**src/rtl/core/wavdf_pkg.sv**
```systemverilog
// Shared types for the WAV PCM header deframer: request payloads and status codes.
package wavdf_pkg;

    localparam int unsigned BYTE_W = 8;
    localparam int unsigned WORD_W = 32;

    typedef enum logic [2:0] {
        ST_HEADER     = 3'd0,
        ST_PAYLOAD    = 3'd1,
        ST_FINAL      = 3'd2,
        ST_TAG_ERR    = 3'd3,
        ST_FMT_ERR    = 3'd4,
        ST_LAYOUT_ERR = 3'd5,
        ST_TRUNC      = 3'd6,
        ST_IGNORED    = 3'd7
    } status_t;

    typedef struct packed {
        logic [BYTE_W-1:0] content_byte;
        logic              content_last;
    } content_t;

    typedef struct packed {
        status_t           status;
        logic [BYTE_W-1:0] data_byte;
        logic              stereo;
        logic              wide_samples;
        logic [WORD_W-1:0] rate_hz;
        logic [WORD_W-1:0] payload_size;
    } result_t;

endpackage

```
**src/rtl/core/wavdf_parser.sv**
```systemverilog
// Header parse state machine: takes one byte per step and forms its result.
module wavdf_parser
(
    input  logic                clk,
    input  logic                rst_n,
    input  logic                step,
    input  wavdf_pkg::content_t item,
    output wavdf_pkg::result_t  res
);

    typedef enum logic [1:0] {
        PH_HEADER  = 2'd0,
        PH_PAYLOAD = 2'd1,
        PH_IGNORE  = 2'd2,
        PH_ERROR   = 2'd3
    } phase_t;

    localparam int unsigned POS_W = 6;
    localparam logic [POS_W-1:0] POS_RIFF  = POS_W'(3);
    localparam logic [POS_W-1:0] POS_WAVE  = POS_W'(11);
    localparam logic [POS_W-1:0] POS_FMT   = POS_W'(15);
    localparam logic [POS_W-1:0] POS_FSIZE = POS_W'(19);
    localparam logic [POS_W-1:0] POS_AFMT  = POS_W'(21);
    localparam logic [POS_W-1:0] POS_CHAN  = POS_W'(23);
    localparam logic [POS_W-1:0] POS_RATE  = POS_W'(27);
    localparam logic [POS_W-1:0] POS_BITS  = POS_W'(35);
    localparam logic [POS_W-1:0] POS_DATA  = POS_W'(39);
    localparam logic [POS_W-1:0] POS_SIZE  = POS_W'(43);

    localparam logic [31:0] TAG_RIFF = 32'h4646_4952;
    localparam logic [31:0] TAG_WAVE = 32'h4556_4157;
    localparam logic [31:0] TAG_FMT  = 32'h2074_6d66;
    localparam logic [31:0] TAG_DATA = 32'h6174_6164;
    localparam logic [31:0] FMT_SIZE = 32'd16;
    localparam logic [15:0] FMT_PCM  = 16'd1;

    phase_t              phase_reg, phase_next;
    logic [POS_W-1:0]    pos_reg, pos_next;
    logic [31:0]         fa_reg, fa_next;
    logic [31:0]         remain_reg, remain_next;
    wavdf_pkg::status_t  err_reg, err_next;
    logic [31:0]         rate_reg, rate_next;
    logic [31:0]         size_reg, size_next;
    logic                ch_ok_reg, ch_ok_next;
    logic                stereo_reg, stereo_next;
    logic                bits_ok_reg, bits_ok_next;
    logic                wide_reg, wide_next;

    logic [31:0]         fa;
    logic [15:0]         hi;
    logic                fail;
    wavdf_pkg::status_t  fail_code;
    wavdf_pkg::status_t  status;
    logic [7:0]          data;

    assign fa = {item.content_byte, fa_reg[31:8]};
    assign hi = fa[31:16];

    always_comb
    begin
        phase_next   = phase_reg;
        pos_next     = pos_reg;
        fa_next      = fa_reg;
        remain_next  = remain_reg;
        err_next     = err_reg;
        rate_next    = rate_reg;
        size_next    = size_reg;
        ch_ok_next   = ch_ok_reg;
        stereo_next  = stereo_reg;
        bits_ok_next = bits_ok_reg;
        wide_next    = wide_reg;
        fail         = 1'b0;
        fail_code    = wavdf_pkg::ST_TAG_ERR;
        status       = wavdf_pkg::ST_HEADER;
        data         = '0;

        case (phase_reg)
            PH_HEADER:
            begin
                fa_next  = fa;
                pos_next = pos_reg + POS_W'(1);
                case (pos_reg)
                    POS_RIFF:  fail = (fa != TAG_RIFF);
                    POS_WAVE:  fail = (fa != TAG_WAVE);
                    POS_FMT:   fail = (fa != TAG_FMT);
                    POS_FSIZE:
                    begin
                        fail      = (fa != FMT_SIZE);
                        fail_code = wavdf_pkg::ST_FMT_ERR;
                    end
                    POS_AFMT:
                    begin
                        fail      = (hi != FMT_PCM);
                        fail_code = wavdf_pkg::ST_FMT_ERR;
                    end
                    POS_CHAN:
                    begin
                        ch_ok_next  = (hi == 16'd1) || (hi == 16'd2);
                        stereo_next = (hi == 16'd2);
                    end
                    POS_RATE:  rate_next = fa;
                    POS_BITS:
                    begin
                        bits_ok_next = (hi == 16'd8) || (hi == 16'd16);
                        wide_next    = (hi == 16'd16);
                    end
                    POS_DATA:  fail = (fa != TAG_DATA);
                    POS_SIZE:
                    begin
                        size_next = fa;
                        if (!(ch_ok_reg && bits_ok_reg))
                        begin
                            fail      = 1'b1;
                            fail_code = wavdf_pkg::ST_LAYOUT_ERR;
                        end
                        else if (fa == '0)
                        begin
                            phase_next = PH_IGNORE;
                        end
                        else
                        begin
                            phase_next  = PH_PAYLOAD;
                            remain_next = fa;
                        end
                    end
                    default: ;
                endcase
                if (fail)
                begin
                    phase_next = PH_ERROR;
                    err_next   = fail_code;
                    status     = fail_code;
                end
                else if (item.content_last && phase_next != PH_IGNORE)
                begin
                    status = wavdf_pkg::ST_TRUNC;
                end
            end
            PH_PAYLOAD:
            begin
                if (remain_reg <= 32'd1)
                begin
                    status      = wavdf_pkg::ST_FINAL;
                    data        = item.content_byte;
                    remain_next = '0;
                    phase_next  = PH_IGNORE;
                end
                else if (item.content_last)
                begin
                    status = wavdf_pkg::ST_TRUNC;
                end
                else
                begin
                    status      = wavdf_pkg::ST_PAYLOAD;
                    data        = item.content_byte;
                    remain_next = remain_reg - 32'd1;
                end
            end
            PH_IGNORE: status = wavdf_pkg::ST_IGNORED;
            default:   status = err_reg;
        endcase

        res.status       = status;
        res.data_byte    = data;
        res.stereo       = stereo_next;
        res.wide_samples = wide_next;
        res.rate_hz      = rate_next;
        res.payload_size = size_next;

        // end of file: re-arm for the next one
        if (item.content_last)
        begin
            phase_next   = PH_HEADER;
            pos_next     = '0;
            fa_next      = '0;
            remain_next  = '0;
            err_next     = wavdf_pkg::ST_HEADER;
            rate_next    = '0;
            size_next    = '0;
            ch_ok_next   = 1'b0;
            stereo_next  = 1'b0;
            bits_ok_next = 1'b0;
            wide_next    = 1'b0;
        end
    end

    always_ff @(posedge clk or negedge rst_n)
    begin
        if (!rst_n)
        begin
            phase_reg   <= PH_HEADER;
            pos_reg     <= '0;
            fa_reg      <= '0;
            remain_reg  <= '0;
            err_reg     <= wavdf_pkg::ST_HEADER;
            rate_reg    <= '0;
            size_reg    <= '0;
            ch_ok_reg   <= 1'b0;
            stereo_reg  <= 1'b0;
            bits_ok_reg <= 1'b0;
            wide_reg    <= 1'b0;
        end
        else if (step)
        begin
            phase_reg   <= phase_next;
            pos_reg     <= pos_next;
            fa_reg      <= fa_next;
            remain_reg  <= remain_next;
            err_reg     <= err_next;
            rate_reg    <= rate_next;
            size_reg    <= size_next;
            ch_ok_reg   <= ch_ok_next;
            stereo_reg  <= stereo_next;
            bits_ok_reg <= bits_ok_next;
            wide_reg    <= wide_next;
        end
    end

endmodule

```
**src/rtl/core/wav_pcm_header_deframer_core.sv**
```systemverilog
// Top level of the WAV PCM header deframer: request pipeline around the parser.
//
//  channel   valid            ready            payload
//  -------   --------------   --------------   -------------------------
//  content   content_valid    content_ready    content (content_t)
//  result    result_valid     result_ready     result  (result_t)
//
// One byte per cycle while result_ready is high; a byte goes through the input
// register, then parser logic into the result register, and a new byte is taken
// into the input register as the previous one moves on to the result register.
// Reset clears the parser state and both valid flags; the next file starts at
// header byte 0. A stalled result holds the input register; content_ready
// drops only when both registers are full and result_ready is low.
module wav_pcm_header_deframer_core
(
    input  logic                clk,
    input  logic                rst_n,
    input  logic                content_valid,
    output logic                content_ready,
    input  wavdf_pkg::content_t content,
    output logic                result_valid,
    input  logic                result_ready,
    output wavdf_pkg::result_t  result
);

    logic                in_valid_reg;
    wavdf_pkg::content_t in_reg;
    logic                out_valid_reg;
    wavdf_pkg::result_t  out_reg;
    wavdf_pkg::result_t  res;
    logic                advance;

    assign advance       = in_valid_reg && (!out_valid_reg || result_ready);
    assign content_ready = !in_valid_reg || advance;
    assign result_valid  = out_valid_reg;
    assign result        = out_reg;

    wavdf_parser u_parser
    (
        .clk   (clk),
        .rst_n (rst_n),
        .step  (advance),
        .item  (in_reg),
        .res   (res)
    );

    always_ff @(posedge clk or negedge rst_n)
    begin
        if (!rst_n)
        begin
            in_valid_reg  <= 1'b0;
            out_valid_reg <= 1'b0;
        end
        else
        begin
            if (content_ready)
            begin
                in_valid_reg <= content_valid;
            end
            if (advance)
            begin
                out_valid_reg <= 1'b1;
            end
            else if (result_ready)
            begin
                out_valid_reg <= 1'b0;
            end
        end
    end

    always_ff @(posedge clk)
    begin
        if (content_ready && content_valid)
        begin
            in_reg <= content;
        end
        if (advance)
        begin
            out_reg <= res;
        end
    end

`ifndef ASSERT_OFF
    a_in_hold: assert property (@(posedge clk) disable iff (!rst_n)
        (in_valid_reg && !advance) |=> (in_valid_reg && $stable(in_reg)))
        else $error("input register lost a pending request");

    a_ready_full: assert property (@(posedge clk) disable iff (!rst_n)
        !content_ready |-> (in_valid_reg && out_valid_reg))
        else $error("content_ready low with a free register");

    a_data_zero: assert property (@(posedge clk) disable iff (!rst_n)
        (out_valid_reg && out_reg.status != wavdf_pkg::ST_PAYLOAD
            && out_reg.status != wavdf_pkg::ST_FINAL) |-> (out_reg.data_byte == '0))
        else $error("data_byte set on a non-payload result");
`endif

endmodule
```
**config.mk**
```make
export PLATFORM = sky130hd
export DESIGN_NAME = wav_pcm_header_deframer_core
export DESIGN_NICKNAME = d
export VERILOG_FILES = /design/src/rtl/core/wavdf_pkg.sv /design/src/rtl/core/wavdf_parser.sv /design/src/rtl/core/wav_pcm_header_deframer_core.sv
export SDC_FILE = /design/constraint.sdc
export NUM_CORES = 1
export LEC_CHECK = 0
export ABC_AREA = 1
export BUFFER_PORTS_ARGS = -buffer_cell sky130_fd_sc_hd__buf_2
export CORE_MARGIN = 3
export CORE_UTILIZATION = 34
export CTS_BUF_LIST = sky130_fd_sc_hd__clkbuf_16
export DETAILED_ROUTE_END_ITERATION = 8
export REMOVE_ABC_BUFFERS = 1
export SLEW_MARGIN = 40
export SYNTH_ARGS = -nofsm -noshare
export SYNTH_HDL_FRONTEND = slang
export SYNTH_SLANG_ARGS = --single-unit
```
**constraint.sdc**
```tcl
create_clock -name clk -period 4.7 [get_ports clk]
set_input_delay 0.47 -clock clk [delete_from_list [all_inputs] [get_ports clk]]
set_output_delay 0.47 -clock clk [all_outputs]
set_load 0.1 [all_outputs]
```
# Word-level counts from Yosys, hierarchy flattened
# Index checks and enable logic that the tools add are counted.
# Widths: inputs -> output; s select.
# totals
regBits,231
in_bits,13
out_inout_bits,79
wordCells,129
# op_classes
add_sub_neg,2
n_lt_le_gt_ge,1
eq_ne,27
muxes,53
n_reduce_logical,25
# ops
op,n
$mux 32,13
$ne 32x31->1 const B,3
$pmux 32 s2,1
$le 32x1->1 const B,1
$logic_not 32->1,1
$ne 32x30->1 const B,1
$ne 32x5->1 const B,1
$sub 32x1->32 const B,1
$eq 6x5->1 const B,4
$mux 3,8
$eq 6x6->1 const B,3
$eq 16x1->1 const B,1
$eq 16x2->1 const B,1
$eq 16x4->1 const B,1
$eq 16x5->1 const B,1
$mux 1,16
$mux 8,2
$ne 16x1->1 const B,1
$mux 2,7
$eq 6x4->1 const B,2
$mux 6,2
$reduce_and 3->1,4
$reduce_bool 2->1,5
$pmux 3 s3,1
other kinds (18),27

# Logic depth before layout (Yosys ltp)
# logic_depth
word_depth,10
depth_mapped,17

# By module
# A second synthesis with hierarchy kept.
# unflattened
cells_unflattened,1208
hier_area_um2,10635.2
# modules_own_cells
module,n_inst,cells_per_inst,area_per_inst_um2,seq_area_each_um2
wavdf_parser,1,1110,7957.6,3378.2
wav_pcm_header_deframer_core,1,98,2677.6,2632.5

# Least setup slack after synthesis
# No wires, ideal clock.
# synth_path
path_type,register to register
startpoint,"register out_valid_reg, in the netlist result_valid"
endpoint,register out_reg (netlist bit result[0]) (enable)
t_arrival_ns,3.562
required_time_ns,4.228
slack_ns,0.666
stages_incl_launch_ff,5
n_path_buf,1
cell_sequence,dfrtp_1 -> nand2_1 -> nand2_1 -> inv_1 -> clkbuf_1
# synth_via
elab_chain_len,3
# synth_rtl
element,line,rtl
start: declaration,wav_pcm_header_deframer_core.sv:28,logic out_valid_reg;
start signal: assignment,wav_pcm_header_deframer_core.sv:52,out_valid_reg <= 1'b0;
start signal: assignment,wav_pcm_header_deframer_core.sv:62,out_valid_reg <= 1'b1;
start signal: assignment,wav_pcm_header_deframer_core.sv:66,out_valid_reg <= 1'b0;
$logic_not 1->1,wav_pcm_header_deframer_core.sv:33,assign advance = in_valid_reg && (!out_valid_reg || result_ready);
$logic_or 1x1->1,wav_pcm_header_deframer_core.sv:33,
$logic_and 1x1->1,wav_pcm_header_deframer_core.sv:33,
via advance,wav_pcm_header_deframer_core.sv:31,logic advance;
end signal: assignment,wav_pcm_header_deframer_core.sv:79,out_reg <= res;
end: declaration,wav_pcm_header_deframer_core.sv:29,wavdf_pkg::result_t out_reg;
# The timed path passes the listed nets, and every way through them passes these cells.
# A chain may end at the register's enable or synchronous reset.

# Worst setup path in the final report
# layout_path
startpoint,register in_reg[7] (netlist name)
endpoint,register u_parser.remain_reg[26]
# layout_via
elab_chain_len,3
# layout_rtl
element,line,rtl
start: declaration,wav_pcm_header_deframer_core.sv:27,wavdf_pkg::content_t in_reg;
start signal: assignment,wav_pcm_header_deframer_core.sv:75,in_reg <= content;
$logic_not 32->1,wavdf_parser.sv:116,else if (fa == '0)
$ne 3x3->1 (no line),-,
$reduce_and 5->1 (no line),-,
end signal: assignment,wavdf_parser.sv:208,remain_reg <= remain_next;
end: declaration,wavdf_parser.sv:40,"logic [31:0] remain_reg, remain_next;"
# No other way between the ends.

==> flow_summary.toml <==
[outcome]
status = "finished, final reports clean"

[critical_path]
startpoint = "in_reg[7]$_DFFE_PP_"
r2r_slack_ns = 2.00
critPathMaxFanout = 26
arrival_ns = 3.08
reg2regPathDepth = 12
reg2reg_from = "in_reg[7]$_DFFE_PP_"
crit_path_end_kind = "register"
timing.rr.end = "u_parser.remain_reg[26]$_DFFE_PN0P_"
worstPathRequired_ns = 5.08
worstSetupEndpoint = "u_parser.remain_reg[26]$_DFFE_PN0P_"
cp-start-kind = "register"
path_class = "register to register"

[die]
die_h_um = 183
die_w_um = 183
dieArea_sq_mm = 0.0336
core_area_sq_mm = 0.0308
ios = 92
rows = 64
initial_core_util_pct = 34.7

[timing]
skew_ns = 0.0163
finalHoldViolations = 0
worst_slew_pin_slew_ns = 0.895
rsz0062_at_grt = "no"
setup_viol = 0
tns_ns = 0
post-route-min-period_ns = 2.70
fin_crit_sh_pct = 57.4
relSlewSlack_pct = 40.1
worst_slack_ns = 2.00
fmax_mhz = 371
slew_viol_final = 0

[drt]
wire_per_inst_um = 16.5
first_pass_iters = 5
detail-route-antenna-nets = 0
vias = 8641
drc = 0
vias_per_cell = 5.08
wl_met2_um = 12600
dr.max_layer_used = "met4"
finalWirelength_um = 28000
m1WireLength_um = 12900
drtIter0Drc = 738
wl_met3_um = 1820

[clock_tree]
clk_pin_slew_ns = 0.07
clkLatencyLatePin_ns = 0.53
cts_setup_buffers = 0
cts_tree = "done"
clockBufferDepth = 3
clockRootBuffer = "clkbuf_16"
htreeDepth = 1
cts.sinks = 223
cts_inserted_buffers = 25

[layout]
final_cell_area_sq_mm = 0.0123
n_antenna_cell = 0
drive_gt1_share_pct = 14.1
syn2layout_area_growth_pct = 15.4
postLayoutCoreUtil_pct = 40.0
final_nets = 1302
largest_reg_flops = 77

[yosys]
synth_area_leaders = "dfrtp_1, edfxtp_1, inv_1, nand2_1, o22ai_1"
synth-edff-count = 86
synth_common_cells = "inv_1, nand2_1, dfrtp_1, o22ai_1, o21ai_0"
ys_ff_latch = 223
synth_area_sq_mm = 0.0107
avgSynthCellArea_sq_um = 8.91
async_reset_ff_share_pct = 61.4
seq_area_frac_synth_pct = 56.2
synth.distinct_cells = 39
synth_top_flop_cell = "dfrtp_1"
synth_top_area_share_pct = 32.1
synthCells = 1201
synth_area_leader_cell = "dfrtp_1"
synth.most_common_cell = "inv_1"
yosysWarnings = 0

[placement]
dpl_worst_slack_ns = 1.94
post-dp-hpwl_um = 18700
dpl_cell_area_sq_mm = 0.0116
place_congestion = 0.948
io_buffers = 91

[power]
p_per_area_mw_per_mm2 = 648
total_power_mw = 8.00
p_leak_nw = 6.29
vdd_drop_max_mv = 0.309

[global_route]
grt_first_pass_wirelength_um = 44900
track_usage_pct = 16.5
overflow = 0
grt_pass1_vias = 8328
grt_max_degree = 70
antenna_found_initial = 0

[job]
max_cap_viol_count = 0

[worst_hold_path]
worstHoldPathType = "input port to register"
-- power by group --
part	leakage [nW]	total [mW]	internal, mW	switching, mW
clock	0.396	1.86	1.08	0.788
combinational	3.16	3.44	0.915	2.53
sequential	2.73	2.69	2.35	0.342
-- metal layers --
metal	track usage (%)	vias to the layer above
met5	0	-
li1	-	4176
met4	4.66	0
met2	26.4	292
met1	23.2	4123
met3	2.82	50
-- per-stage QoR --
step	instances	hold slack, ns
after floorplan	1158	0.174
after global placement	1653	0.468
after global routing	1700	0.0929
final	1700	0.114
after CTS	1700	0.0901
after detailed placement	1653	0.467
-- cell type report --
| type | count | area [sq um] |
|---|---|---|
| clock buffer | 25 | 626 |
| clock inverter | 21 | 153 |
| timing repair buffer | 100 | 532 |
| inverter | 241 | 910 |
| sequential | 223 | 6010 |
| tap | 396 | 495 |
| fill | 3093 | 18500 |
| multi-input combinational | 694 | 3620 |
-- cell families after synthesis --
group,synth area share [%]
buffers and inverters,10.2
AOI/OAI and AO/OA,14.7
xor gates and xnor gates,1.56
adders and majority gates,0.468
and+or+nand+nor,16.9
DFF,56.2
-- placed cells by master (no fill, tap or decap), types with 3 or more instances in the layout --
| cell type | n |
|---|---|
| inv_1 | 235 |
| nand2_1 | 190 |
| dfrtp_1 | 137 |
| o22ai_1 | 109 |
| o21ai_0 | 105 |
| buf_2 | 90 |
| edfxtp_1 | 86 |
| nor2_1 | 78 |
| nand3_1 | 48 |
| clkbuf_16 | 25 |
| o21ai_1 | 22 |
| nor3_1 | 21 |
| xor2_1 | 19 |
| nand4_1 | 15 |
| a21oi_1 | 13 |
| inv_2 | 9 |
| nor2_2 | 9 |
| nand2_2 | 8 |
| nand3_2 | 8 |
| a22oi_1 | 8 |
| clkinv_1 | 8 |
| buf_4 | 8 |
| o211ai_1 | 6 |
| nor4_1 | 5 |
| nor2_4 | 4 |
| or2_2 | 4 |
| ha_1 | 4 |
| nor3b_1 | 3 |
-- worst max-delay path, cell delays in order (launching register included) --
cell	delay, ns
edfxtp_1	0.55
inv_1	0.23
nand3_1	0.17
nor2_2	0.23
nand2_1	0.09
o21ai_2	0.21
nand3_2	0.12
nand2_4	0.18
nor2_8	0.07
inv_2	0.40
a21oi_1	0.12
nand2_1	0.09
o21ai_0	0.08
-- how the worst min path moves through the flow --
| stage | startpoint | end | slack [ns] | cells after the start |
|---|---|---|---|---|
| after global placement | u_parser.stereo_reg$_DFFE_PN0P_ | u_parser.stereo_reg$_DFFE_PN0P_ | 0.47 | 2 |
| after CTS | content[8] | in_reg[8]$_DFFE_PP_ | 0.09 | 1 |
| final | content[1] | in_reg[1]$_DFFE_PP_ | 0.11 | 1 |
| after detailed placement | u_parser.stereo_reg$_DFFE_PN0P_ | u_parser.stereo_reg$_DFFE_PN0P_ | 0.47 | 2 |
| after global routing | content[8] | in_reg[8]$_DFFE_PP_ | 0.09 | 1 |
| after floorplan | rst_n | in_valid_reg$_DFFE_PN0N_ | 0.17 | 0 |
-- what timing repair did --
item                                   4_1_cts  5_1_grt
hold buffers                                 1        0
endpoints found under the hold margin       58        0
resized for setup                            0        0
No activity file was read; power rests on OpenSTA's default activity.
